**src/rtl/beeq_pkg.sv**
```systemverilog
`timescale 1ns / 1ps
// Package for the button and encoder event qualifier.
// Holds operation and action codes, register indexes and reset values.
// It depends on nothing else.
package beeq_pkg;

  localparam int unsigned OP_W     = 2;
  localparam int unsigned ACTION_W = 3;
  localparam int unsigned VOL_W    = 8;
  localparam int unsigned TIME_W   = 32;
  localparam int unsigned ENC_W    = 16;
  localparam int unsigned DET_W    = 14;
  localparam int unsigned CFG_IDX_W  = 2;
  localparam int unsigned CFG_DATA_W = 16;
  localparam int unsigned NUM_BUTTONS = 3;

  // Four encoder counts make one detent.
  localparam int unsigned DETENT_SHIFT = 2;

  localparam logic [OP_W-1:0] OP_POLL  = 2'd0;
  localparam logic [OP_W-1:0] OP_SETVOL = 2'd1;
  localparam logic [OP_W-1:0] OP_START = 2'd2;

  localparam logic [ACTION_W-1:0] ACT_NONE      = 3'd0;
  localparam logic [ACTION_W-1:0] ACT_MODE      = 3'd1;
  localparam logic [ACTION_W-1:0] ACT_PLAYPAUSE = 3'd2;
  localparam logic [ACTION_W-1:0] ACT_NEXT      = 3'd3;
  localparam logic [ACTION_W-1:0] ACT_PREV      = 3'd4;
  localparam logic [ACTION_W-1:0] ACT_VOLUME    = 3'd5;

  localparam logic [CFG_IDX_W-1:0] REG_DEBOUNCE   = 2'd0;
  localparam logic [CFG_IDX_W-1:0] REG_LONG_PRESS = 2'd1;
  localparam logic [CFG_IDX_W-1:0] REG_MIN_VOLUME = 2'd2;
  localparam logic [CFG_IDX_W-1:0] REG_MAX_VOLUME = 2'd3;

  localparam logic [7:0]       DEBOUNCE_RST   = 8'd5;
  localparam logic [15:0]      LONG_PRESS_RST = 16'd1500;
  localparam logic [VOL_W-1:0] MIN_VOL_RST    = 8'd0;
  localparam logic [VOL_W-1:0] MAX_VOL_RST    = 8'd30;
  localparam logic [VOL_W-1:0] VOL_RST        = 8'd15;

  // Debouncer outcome for one button on one poll.
  typedef enum logic [1:0] {
    EDGE_NONE,
    EDGE_FALL,
    EDGE_RISE
  } edge_kind_t;

endpackage

```
**src/rtl/button_encoder_event_qualifier.sv**
```systemverilog
`timescale 1ns / 1ps
// Top level of the button and encoder event qualifier.
// Debounce, long-press, encoder volume logic and the result register; uses beeq_pkg.
//
//   Channel  Ports                                        Direction
//   in       in_valid/in_ready, op, time, pins, enc, vol  sink
//   out      out_valid/out_ready, action, volume          source
//   cfg      cfg_we, cfg_index, cfg_wdata                 sink, write only
//
// One item is taken per cycle; its result appears in the result register at
// the next edge. The state update and the result are one combinational pass.
// An item is taken whenever the result register is empty or being drained.
// Reset is synchronous and restores the documented register and state values.
module button_encoder_event_qualifier (
  input  logic                                 clk,
  input  logic                                 rst_n,
  input  logic                                 in_valid,
  output logic                                 in_ready,
  input  logic [beeq_pkg::OP_W-1:0]            in_op,
  input  logic [beeq_pkg::TIME_W-1:0]          in_now_ms,
  input  logic                                 in_play_raw,
  input  logic                                 in_next_raw,
  input  logic                                 in_prev_raw,
  input  logic signed [beeq_pkg::ENC_W-1:0]    in_encoder_position,
  input  logic [beeq_pkg::VOL_W-1:0]           in_volume_value,
  output logic                                 out_valid,
  input  logic                                 out_ready,
  output logic [beeq_pkg::ACTION_W-1:0]        out_action,
  output logic [beeq_pkg::VOL_W-1:0]           out_volume,
  input  logic                                 cfg_we,
  input  logic [beeq_pkg::CFG_IDX_W-1:0]       cfg_index,
  input  logic [beeq_pkg::CFG_DATA_W-1:0]      cfg_wdata
);
  import beeq_pkg::*;

  logic [7:0]       debounce_ms_r;
  logic [15:0]      long_press_ms_r;
  logic [VOL_W-1:0] min_volume_r;
  logic [VOL_W-1:0] max_volume_r;

  logic [NUM_BUTTONS-1:0]  stable_r, stable_nxt;
  logic [NUM_BUTTONS-1:0]  last_raw_r, last_raw_nxt;
  logic [TIME_W-1:0]       change_time_r [NUM_BUTTONS];
  logic [TIME_W-1:0]       change_time_nxt [NUM_BUTTONS];
  logic [TIME_W-1:0]       press_start_r, press_start_nxt;
  logic                    long_seen_r, long_seen_nxt;
  logic signed [DET_W-1:0] baseline_r, baseline_nxt;
  logic [VOL_W-1:0]        volume_r, volume_nxt;

  logic                out_valid_r;
  logic [ACTION_W-1:0] out_action_r, action_nxt;
  logic [VOL_W-1:0]    out_volume_r;

  logic                     accept;
  logic [NUM_BUTTONS-1:0]   raw;
  edge_kind_t               edge_ev [NUM_BUTTONS];
  logic signed [ENC_W:0]    enc_adj;
  logic signed [ENC_W:0]    enc_shift;
  logic signed [DET_W-1:0]  detents;
  logic signed [DET_W:0]    det_diff;
  logic signed [VOL_W+8:0]  vol_sum;
  logic [TIME_W-1:0]        elapsed [NUM_BUTTONS];
  logic [TIME_W-1:0]        held;

  function automatic logic [VOL_W-1:0] clamp_vol(input logic signed [VOL_W+8:0] x,
                                                 input logic [VOL_W-1:0] lo,
                                                 input logic [VOL_W-1:0] hi);
    logic [VOL_W-1:0] res;
    if (x < $signed({9'b0, lo})) begin
      res = lo;
    end else if (x > $signed({9'b0, hi})) begin
      res = hi;
    end else begin
      res = x[VOL_W-1:0];
    end
    return res;
  endfunction

  assign in_ready   = !out_valid_r || out_ready;
  assign accept     = in_valid && in_ready;
  assign out_valid  = out_valid_r;
  assign out_action = out_action_r;
  assign out_volume = out_volume_r;

  assign raw = {in_prev_raw, in_next_raw, in_play_raw};

  // Division by four truncated toward zero.
  assign enc_adj   = {in_encoder_position[ENC_W-1], in_encoder_position}
                     + (in_encoder_position[ENC_W-1] ? 17'sd3 : 17'sd0);
  assign enc_shift = enc_adj >>> DETENT_SHIFT;
  assign detents   = enc_shift[DET_W-1:0];
  assign det_diff  = {detents[DET_W-1], detents} - {baseline_r[DET_W-1], baseline_r};
  assign vol_sum   = $signed({9'b0, volume_r})
                     + {{(VOL_W+9-(DET_W+1)){det_diff[DET_W]}}, det_diff};

  always_comb begin
    stable_nxt      = stable_r;
    last_raw_nxt    = last_raw_r;
    change_time_nxt = change_time_r;
    press_start_nxt = press_start_r;
    long_seen_nxt   = long_seen_r;
    baseline_nxt    = baseline_r;
    volume_nxt      = volume_r;
    action_nxt      = ACT_NONE;
    held            = '0;
    for (int i = 0; i < NUM_BUTTONS; i++) begin
      edge_ev[i] = EDGE_NONE;
      elapsed[i] = in_now_ms - change_time_r[i];
    end
    case (in_op)
      OP_POLL: begin
        for (int i = 0; i < NUM_BUTTONS; i++) begin
          if (raw[i] != last_raw_r[i]) begin
            last_raw_nxt[i]    = raw[i];
            change_time_nxt[i] = in_now_ms;
          end else if (elapsed[i] >= {24'b0, debounce_ms_r} && raw[i] != stable_r[i]) begin
            stable_nxt[i] = raw[i];
            edge_ev[i]    = raw[i] ? EDGE_RISE : EDGE_FALL;
          end
        end
        if (edge_ev[0] == EDGE_FALL) begin
          press_start_nxt = in_now_ms;
          long_seen_nxt   = 1'b0;
        end
        held = in_now_ms - press_start_nxt;
        if (!stable_nxt[0] && !long_seen_nxt && held > {16'b0, long_press_ms_r}) begin
          long_seen_nxt = 1'b1;
          action_nxt    = ACT_MODE;
        end else if (edge_ev[0] == EDGE_RISE && !long_seen_nxt) begin
          action_nxt = ACT_PLAYPAUSE;
        end else if (edge_ev[1] == EDGE_FALL) begin
          action_nxt = ACT_NEXT;
        end else if (edge_ev[2] == EDGE_FALL) begin
          action_nxt = ACT_PREV;
        end else if (detents != baseline_r) begin
          volume_nxt   = clamp_vol(vol_sum, min_volume_r, max_volume_r);
          baseline_nxt = detents;
          action_nxt   = ACT_VOLUME;
        end
      end
      OP_SETVOL: begin
        volume_nxt = clamp_vol($signed({9'b0, in_volume_value}), min_volume_r, max_volume_r);
      end
      OP_START: begin
        stable_nxt   = raw;
        last_raw_nxt = raw;
        for (int i = 0; i < NUM_BUTTONS; i++) begin
          change_time_nxt[i] = in_now_ms;
        end
        baseline_nxt = detents;
      end
      default: begin
      end
    endcase
  end

  always_ff @(posedge clk) begin
    if (!rst_n) begin
      debounce_ms_r   <= DEBOUNCE_RST;
      long_press_ms_r <= LONG_PRESS_RST;
      min_volume_r    <= MIN_VOL_RST;
      max_volume_r    <= MAX_VOL_RST;
    end else if (cfg_we) begin
      case (cfg_index)
        REG_DEBOUNCE:   debounce_ms_r   <= cfg_wdata[7:0];
        REG_LONG_PRESS: long_press_ms_r <= cfg_wdata;
        REG_MIN_VOLUME: min_volume_r    <= cfg_wdata[VOL_W-1:0];
        REG_MAX_VOLUME: max_volume_r    <= cfg_wdata[VOL_W-1:0];
        default: begin
        end
      endcase
    end
  end

  always_ff @(posedge clk) begin
    if (!rst_n) begin
      stable_r      <= '1;
      last_raw_r    <= '1;
      for (int i = 0; i < NUM_BUTTONS; i++) begin
        change_time_r[i] <= '0;
      end
      press_start_r <= '0;
      long_seen_r   <= 1'b0;
      baseline_r    <= '0;
      volume_r      <= VOL_RST;
    end else if (accept) begin
      stable_r      <= stable_nxt;
      last_raw_r    <= last_raw_nxt;
      change_time_r <= change_time_nxt;
      press_start_r <= press_start_nxt;
      long_seen_r   <= long_seen_nxt;
      baseline_r    <= baseline_nxt;
      volume_r      <= volume_nxt;
    end
  end

  always_ff @(posedge clk) begin
    if (!rst_n) begin
      out_valid_r <= 1'b0;
    end else if (accept) begin
      out_valid_r <= 1'b1;
    end else if (out_ready) begin
      out_valid_r <= 1'b0;
    end
  end

  always_ff @(posedge clk) begin
    if (accept) begin
      out_action_r <= action_nxt;
      out_volume_r <= volume_nxt;
    end
  end

endmodule

```
**config.mk**
```make
export PLATFORM = sky130hd
export DESIGN_NAME = button_encoder_event_qualifier
export DESIGN_NICKNAME = d
export VERILOG_FILES = /design/src/rtl/beeq_pkg.sv /design/src/rtl/button_encoder_event_qualifier.sv
export SDC_FILE = /design/constraint.sdc
export NUM_CORES = 1
export LEC_CHECK = 0
export ABC_CLOCK_PERIOD_IN_PS = 13070
export BUFFER_PORTS_ARGS = -buffer_cell sky130_fd_sc_hd__buf_2
export CORE_ASPECT_RATIO = 1.5
export CORE_MARGIN = 1
export CORE_UTILIZATION = 64
export CTS_CLUSTER_DIAMETER = 60
export DETAILED_ROUTE_END_ITERATION = 10
export GPL_TIMING_DRIVEN = 0
export PLACE_DENSITY_LB_ADDON = 0.05
export RECOVER_POWER = 100
export SLEW_MARGIN = 20
export SYNTH_ARGS = -nofsm -noshare
export SYNTH_HDL_FRONTEND = slang
export SYNTH_SLANG_ARGS = --single-unit
export TNS_END_PERCENT = 50
```
**constraint.sdc**
```tcl
create_clock -name clk -period 13.07 [get_ports clk]
set_input_delay 0.6535 -clock clk [delete_from_list [all_inputs] [get_ports clk]]
set_output_delay 0.6535 -clock clk [all_outputs]
set_load 0.05 [all_outputs]
```
Yosys cells after proc, flatten, opt, wreduce, memory -nomap -nowiden
Index checks and enable logic that the tools add are counted.
Widths: inputs -> output; s select.
{ "word_totals": {"register_bits": 209, "input_bits": 84, "output_inout_bits": 13} }
{ "classes": {"addsub": 7, "n_lt_le_gt_ge": 8, "n_eq_ne": 28, "n_mux": 57, "bitwise_logic": 1, "n_reduce_logical": 29} }
{ "ops": {"columns": ["op", "n"], "rows": [
  ["$pmux 96 s2", 1],
  ["$mux 32", 5],
  ["$sub 32x32->32", 4],
  ["$ge 32x8->1", 3],
  ["$mux 8", 9],
  ["$mux 14", 5],
  ["$gt 32x16->1", 1],
  ["$mux 2", 15],
  ["$pmux 14 s2", 1],
  ["$ne 2x2->1 const B", 12],
  ["$add 16x3->16", 1],
  ["$add 9x15->16", 1],
  ["$gt 16x9->1", 1],
  ["$lt 16x9->1", 1],
  ["$mux 1", 16],
  ["$pmux 8 s2", 1],
  ["$sub 14x14->15", 1],
  ["$ne 14x14->1", 1],
  ["$pmux 3 s2", 2],
  ["$reduce_and 2->1", 6],
  ["$eq 2x1->1 const B", 5],
  ["$reduce_and 3->1", 3],
  ["$eq 2x2->1 const B", 4],
  ["$gt 8x8->1", 1],
  ["13 further kinds", 30]
]} }

Depth between registers and ports, before layout
{ "depth": {"word_depth": 14, "ltp_mapped": 53, "ltp_nobuf": 50} }

Worst setup path after synthesis
Ideal clock, no wire load.
{ "synth_timing": {"path_type": "input -> register", "from": "input in_now_ms[4] (netlist bit)", "to": "register baseline_r[0]", "setup_time_ps": 79, "t_arrival_ps": 10585, "required_time_ps": 12991, "setup_slack_ps": 2406, "cell_stages": 48, "n_path_buf": 2, "path_cell_list": "ha_1 > a21o_1 > a31oi_1 > nand2_1 > and2_1 > o21a_1 > nor2_1 > xnor2_1 > ha_1 > and3_1 > a22oi_1 > o2111ai_1 > nor4_1 > nand4_1 > and4b_1 > nand4_1 > o31ai_4 > clkbuf_1 > [12 not listed] > a21oi_1 > a311oi_1 > ha_1 > a21o_1 > a21o_1 > a21o_1 > a221o_1 > a21oi_1 > o21ai_0 > a221oi_1 > and3_1 > a32o_1 > nor3_1 > nor4_1 > and4_1 > a41oi_4 > or4b_1 > o211ai_1"} }
{ "synth_between": {"elab_chain_len": 14} }
{ "synth_lines": {"columns": ["item", "line_no", "source"], "rows": [
  ["start: declaration", "button_encoder_event_qualifier.sv:20", "input logic [beeq_pkg::TIME_W-1:0] in_now_ms,"],
  ["$sub 32x32->32", "button_encoder_event_qualifier.sv:108", "elapsed[i] = in_now_ms - change_time_r[i];"],
  ["$ge 32x8->1", "button_encoder_event_qualifier.sv:116", "end else if (elapsed[i] >= {24'b0, debounce_ms_r} && raw[i] != stable_r[i]) begin"],
  ["$logic_and 1x1->1", "button_encoder_event_qualifier.sv:116", null],
  ["$mux 2", "button_encoder_event_qualifier.sv:116", null],
  ["$mux 2", "button_encoder_event_qualifier.sv:113", "if (raw[i] != last_raw_r[i]) begin"],
  ["$mux 2", "button_encoder_event_qualifier.sv:110", "case (in_op)"],
  ["$eq 2x1->1", "button_encoder_event_qualifier.sv:121", "if (edge_ev[0] == EDGE_FALL) begin"],
  ["$mux 32 / $mux 1 (equally long branches)", "button_encoder_event_qualifier.sv:121", null],
  ["$mux 32 / $mux 1 (equally long branches)", "button_encoder_event_qualifier.sv:110", null],
  ["$sub 32x32->32 / $logic_not 1->1 (equally long branches)", "button_encoder_event_qualifier.sv:125, button_encoder_event_qualifier.sv:126, button_encoder_event_qualifier.sv:129", null],
  ["$gt 32x16->1 / $logic_and 1x1->1 (equally long branches)", "button_encoder_event_qualifier.sv:126", "if (!stable_nxt[0] && !long_seen_nxt && held > {16'b0, long_press_ms_r}) begin"],
  ["$logic_and 1x1->1", "button_encoder_event_qualifier.sv:126", null],
  ["$ne 2x2->1 (no source line)", null, null],
  ["$reduce_and 7->1 (no source line) *", null, null],
  ["end signal: assignment", "button_encoder_event_qualifier.sv:192", "baseline_r <= baseline_nxt;"],
  ["end: declaration", "button_encoder_event_qualifier.sv:47", "logic signed [DET_W-1:0] baseline_r, baseline_nxt;"]
]} }
Mark *: on every way between the ends. The rest lies on a longest branch, timed or not. The select of a mux whose other input is x is not followed.
A chain may end at the register's enable or synchronous reset.

Worst setup path in the final report
{ "layout_timing": {"from": "input in_now_ms[4] (netlist bit)", "to": "register out_volume_r[5], in the netlist out_volume[5] (data pin)"} }
{ "layout_between": {"elab_chain_len": 14} }
{ "layout_lines": {"columns": ["item", "line_no", "source"], "rows": [
  ["$sub 32x32->32", "button_encoder_event_qualifier.sv:108", null],
  ["$ge 32x8->1", "button_encoder_event_qualifier.sv:116", null],
  ["$logic_and 1x1->1", "button_encoder_event_qualifier.sv:116", null],
  ["$mux 2", "button_encoder_event_qualifier.sv:116", null],
  ["$mux 2", "button_encoder_event_qualifier.sv:113", null],
  ["$mux 2", "button_encoder_event_qualifier.sv:110", null],
  ["$eq 2x1->1", "button_encoder_event_qualifier.sv:121", null],
  ["$mux 32 / $mux 1 (equally long branches)", "button_encoder_event_qualifier.sv:121", null],
  ["$mux 32 / $mux 1 (equally long branches)", "button_encoder_event_qualifier.sv:110", null],
  ["$sub 32x32->32 / $logic_not 1->1 (equally long branches)", "button_encoder_event_qualifier.sv:125, button_encoder_event_qualifier.sv:126, button_encoder_event_qualifier.sv:129", null],
  ["$gt 32x16->1, or another cell as far along", "button_encoder_event_qualifier.sv:126", null],
  ["$logic_and 1x1->1 / $mux 8 (equally long branches)", "button_encoder_event_qualifier.sv:126, button_encoder_event_qualifier.sv:129", null],
  ["$mux 8 *", "button_encoder_event_qualifier.sv:126", null],
  ["$pmux 8 s2 *", "button_encoder_event_qualifier.sv:110", null],
  ["via volume_nxt[5]", "button_encoder_event_qualifier.sv:48", "logic [VOL_W-1:0] volume_r, volume_nxt;"],
  ["end signal: assignment", "button_encoder_event_qualifier.sv:210", "out_volume_r <= volume_nxt;"],
  ["end: declaration", "button_encoder_event_qualifier.sv:52", "logic [VOL_W-1:0] out_volume_r;"]
]} }
The timed path passes the listed nets; every way through them passes the cells marked *. The select of a mux whose other input is x is not followed.

==> impl_metrics.xml <==
<?xml version="1.0" encoding="UTF-8"?>
<metrics>
  <group name="outcome">
    <metric name="run_status" unit="">finished, final reports clean</metric>
  </group>
  <group name="global_route">
    <metric name="grt_pass1_vias" unit="">19900</metric>
    <metric name="globalRouteOverflowTotal" unit="">0</metric>
    <metric name="grt_max_degree" unit="">16</metric>
    <metric name="gr_usage_total" unit="">0.401</metric>
    <metric name="initial_antenna_violation_count" unit="">2</metric>
    <metric name="wire_length_of_the_first_global_routing_pass" unit="um">100000</metric>
  </group>
  <group name="cts">
    <metric name="cts.sink_count" unit="">209</metric>
    <metric name="worstSkewPairLatency" unit="ps">550</metric>
    <metric name="cts_tree" unit="">built</metric>
    <metric name="cts-root-buf" unit="">sky130_fd_sc_hd__clkbuf_16</metric>
    <metric name="ctsHtreeMaxLevel" unit="">1</metric>
    <metric name="path_clk_slew" unit="ps">70</metric>
    <metric name="cts-root-to-sink-buffers" unit="">3</metric>
    <metric name="cts_made_buffers" unit="">25</metric>
    <metric name="postCtsHoldBufs" unit="">0</metric>
  </group>
  <group name="logic_synthesis">
    <metric name="synth-seq-area-share" unit="">0.219</metric>
    <metric name="postSynth.topFlopCell" unit="">sky130_fd_sc_hd__dfxtp_1</metric>
    <metric name="synth_enable_flop_cells" unit="">11</metric>
    <metric name="synth_nets" unit="">2920</metric>
    <metric name="synth.lib_cells_used.distinct" unit="">89</metric>
    <metric name="ys_ff_latch" unit="">209</metric>
    <metric name="synth_async_sr_flop_share" unit="">0</metric>
    <metric name="post_synth_instance_area" unit="mm^2">0.0196</metric>
    <metric name="post_synth.cell_area_avg" unit="um^2">7.54</metric>
    <metric name="yosysWarningCount" unit="">0</metric>
    <metric name="postSynthCellCount" unit="">2603</metric>
  </group>
  <group name="finish">
    <metric name="fin_nets" unit="">3044</metric>
    <metric name="final_common_cell" unit="">sky130_fd_sc_hd__nand2_1</metric>
    <metric name="area_delta_synth_final" unit="%">9.59</metric>
    <metric name="postLayoutCoreUtil" unit="">0.713</metric>
    <metric name="final_layout_size_suffix_gt1_frac" unit="">0.0630</metric>
    <metric name="mostFrequentLayoutCells" unit="">sky130_fd_sc_hd__nand2_1, sky130_fd_sc_hd__ha_1, sky130_fd_sc_hd__inv_1</metric>
  </group>
  <group name="die">
    <metric name="die-area" unit="mm^2">0.0314</metric>
    <metric name="initial_core_util" unit="">0.650</metric>
    <metric name="fp.dieW" unit="um">145</metric>
    <metric name="placement_rows" unit="">78</metric>
    <metric name="placeableCoreArea" unit="mm^2">0.0302</metric>
    <metric name="die_height" unit="um">216</metric>
    <metric name="io_pins" unit="">97</metric>
  </group>
  <group name="job">
    <metric name="max_cap_viols" unit="">0</metric>
  </group>
  <group name="sta">
    <metric name="fin_tns_setup" unit="ps">0</metric>
    <metric name="tightestPinTransition" unit="ps">1120</metric>
    <metric name="fmax" unit="MHz">81.5</metric>
    <metric name="timing.final.crit_share" unit="">0.938</metric>
    <metric name="relSlewSlack" unit="">0.248</metric>
    <metric name="hold_violations" unit="">0</metric>
    <metric name="final_skew" unit="ps">19.2</metric>
    <metric name="final-max-slew-violation-count" unit="">0</metric>
    <metric name="setup_viol" unit="">0</metric>
    <metric name="period_needed" unit="ps">12260</metric>
  </group>
  <group name="route">
    <metric name="ant_nets" unit="">0</metric>
    <metric name="drt-initial-drc-count" unit="">1168</metric>
    <metric name="drtPass1Iterations" unit="">7</metric>
    <metric name="via_count" unit="">19900</metric>
    <metric name="routed_wl" unit="um">63500</metric>
    <metric name="wl_per_cell" unit="um">20.2</metric>
    <metric name="post-route-drc-count" unit="">0</metric>
    <metric name="vias_per_cell" unit="">6.33</metric>
  </group>
  <group name="worst_setup_path">
    <metric name="worst_ep_required_time" unit="ps">13430</metric>
    <metric name="crit_fanout" unit="">10</metric>
    <metric name="slowest_delay" unit="ps">580</metric>
    <metric name="crit_path_category" unit="">primary input to flop</metric>
    <metric name="arrival_time_of_the_worst_setup_path" unit="ps">12630</metric>
    <metric name="category_of_the_worst_setup_path_launch_point" unit="">primary input</metric>
    <metric name="slowest_stage" unit="">sky130_fd_sc_hd__a2111oi_2</metric>
    <metric name="timing.critical_path.to_type" unit="">flop</metric>
    <metric name="timing.critical_path.mode_cell" unit="">sky130_fd_sc_hd__a21o_1</metric>
  </group>
  <group name="power_and_ir_drop">
    <metric name="irDropWorstVdd" unit="uV">134</metric>
    <metric name="power-per-cell-area" unit="mW/mm^2">107</metric>
    <metric name="leakagePower" unit="nW">8.65</metric>
  </group>
  <group name="placement">
    <metric name="io_buffers" unit="">94</metric>
    <metric name="routability_congestion_estimate_from_global_placement" unit="">1.01</metric>
    <metric name="place_hpwl" unit="um">50200</metric>
  </group>
  <group name="hold_path">
    <metric name="timing.hold.worst.class" unit="">primary input to flop</metric>
  </group>
</metrics>
==> state kept, by name (all words and copies together), names as in the netlist <==
signal / count
baseline_r: 14
out_valid: 1
debounce_ms_r: 8
press_start_r: 32
change_time_r: 96
long_seen_r: 1
out_action: 3
volume_r: 8
min_volume_r: 8
max_volume_r: 8
stable_r: 3
out_volume: 8
long_press_ms_r: 16
last_raw_r: 3
==> cells in the mapped netlist (all sizes together) (12+ instances only) <==
cell / count / area share
clkbuf: 99 / 0.019
a211oi: 30 / 0.011
o21a: 36 / 0.014
a31oi: 26 / 0.0083
ha: 221 / 0.14
or3: 14 / 0.0045
nand3: 61 / 0.016
o21bai: 16 / 0.0061
nor3: 36 / 0.0094
o2111ai: 24 / 0.011
nand4: 31 / 0.0099
xnor2: 52 / 0.023
a32oi: 19 / 0.0085
nor4: 15 / 0.0051
a21oi: 140 / 0.036
a21boi: 149 / 0.057
o21ai: 110 / 0.028
buf: 17 / 0.0041
dfxtp: 198 / 0.20
inv: 216 / 0.041
nand2: 448 / 0.086
xor2: 36 / 0.016
nor2b: 43 / 0.014
nor2: 135 / 0.026
mux2i: 65 / 0.033
nand2b: 30 / 0.0096
a21o: 59 / 0.023
o211ai: 28 / 0.011
nand4b: 13 / 0.0058
fa: 12 / 0.012
and3: 29 / 0.0092
==> through the flow <==
step	total power, mW	hold slack, ps	cell area (um^2)	cells	setup WS [ps]
final	2.30	353	21500	3147	806
after global routing	2.41	356	21500	3146	-68.6
after CTS	2.28	345	21500	3144	178
after detailed placement	1.54	457	20600	3098	-283
after global placement	1.51	450	20600	3097	-66.2
after floorplan	1.29	443	19600	2603	2410
==> per-layer routing <==
metal / vias up / track usage / share of wire
li1: 9584 / - / -
met5: - / 0 / 0
met1: 9241 / 0.395 / 0.35
met3: 291 / 0.0488 / 0.054
met4: 0 / 0.367 / 0.095
met2: 794 / 0.732 / 0.50
==> cell type report <==
cell class | instances | area, um^2
inverters | 216 | 811
clock buffers | 33 | 727
fillers | 2477 | 8660
clock inverters | 13 | 153
plain buffers | 116 | 455
multi-input cells | 2062 | 14100
diodes | 1 | 2.50
flip-flops and latches | 209 | 4290
well taps | 400 | 500
repair buffers | 97 | 478
==> critical path: cells and delay by family <==
kind,cells,cell delay (ps)
compound gates,24,5800
simple gates,16,3050
buf+inv,4,1360
xor+xnor,1,160
fa+ha+maj,5,1600
==> kinds of logic (layout without fill, tap and decap cells) <==
| logic type | count (synthesis) | count (layout) | share of synthesized area |
|---|---|---|---|
| other cells | 0 | 1 | 0 |
| buf+inv | 332 | 475 | 0.0644 |
| compound gates | 760 | 760 | 0.272 |
| flops | 209 | 209 | 0.219 |
| xor+xnor | 88 | 88 | 0.0393 |
| simple gates | 911 | 911 | 0.217 |
| mux | 68 | 68 | 0.0349 |
| fa+ha+maj | 235 | 235 | 0.154 |
==> repair_timing <==
item | 4_1_cts | 5_1_grt
setup endpoints to repair | 0 | 34
gates resized for setup | 0 | 6
setup buffers | 0 | 2
==> power breakdown <==
part / switching [mW] / internal, mW
Sequential: 0.0185 / 0.673
Combinational: 0.541 / 0.322
Clock: 0.309 / 0.437
==> worst paths after layout <==
path / startpoint / endpoint / slack (ps) / depth (start not counted)
setup / recovery: in_now_ms[4] / out_volume[5] / 810 / 50
hold / removal: cfg_wdata[10] / long_press_ms_r[10] / 350 / 3
hold reg to reg: change_time_r[78] / change_time_r[78] / 460 / 2
setup reg to reg: change_time_r[65] / out_volume[5] / 810 / 50
Power figures use the tool's default switching activity.
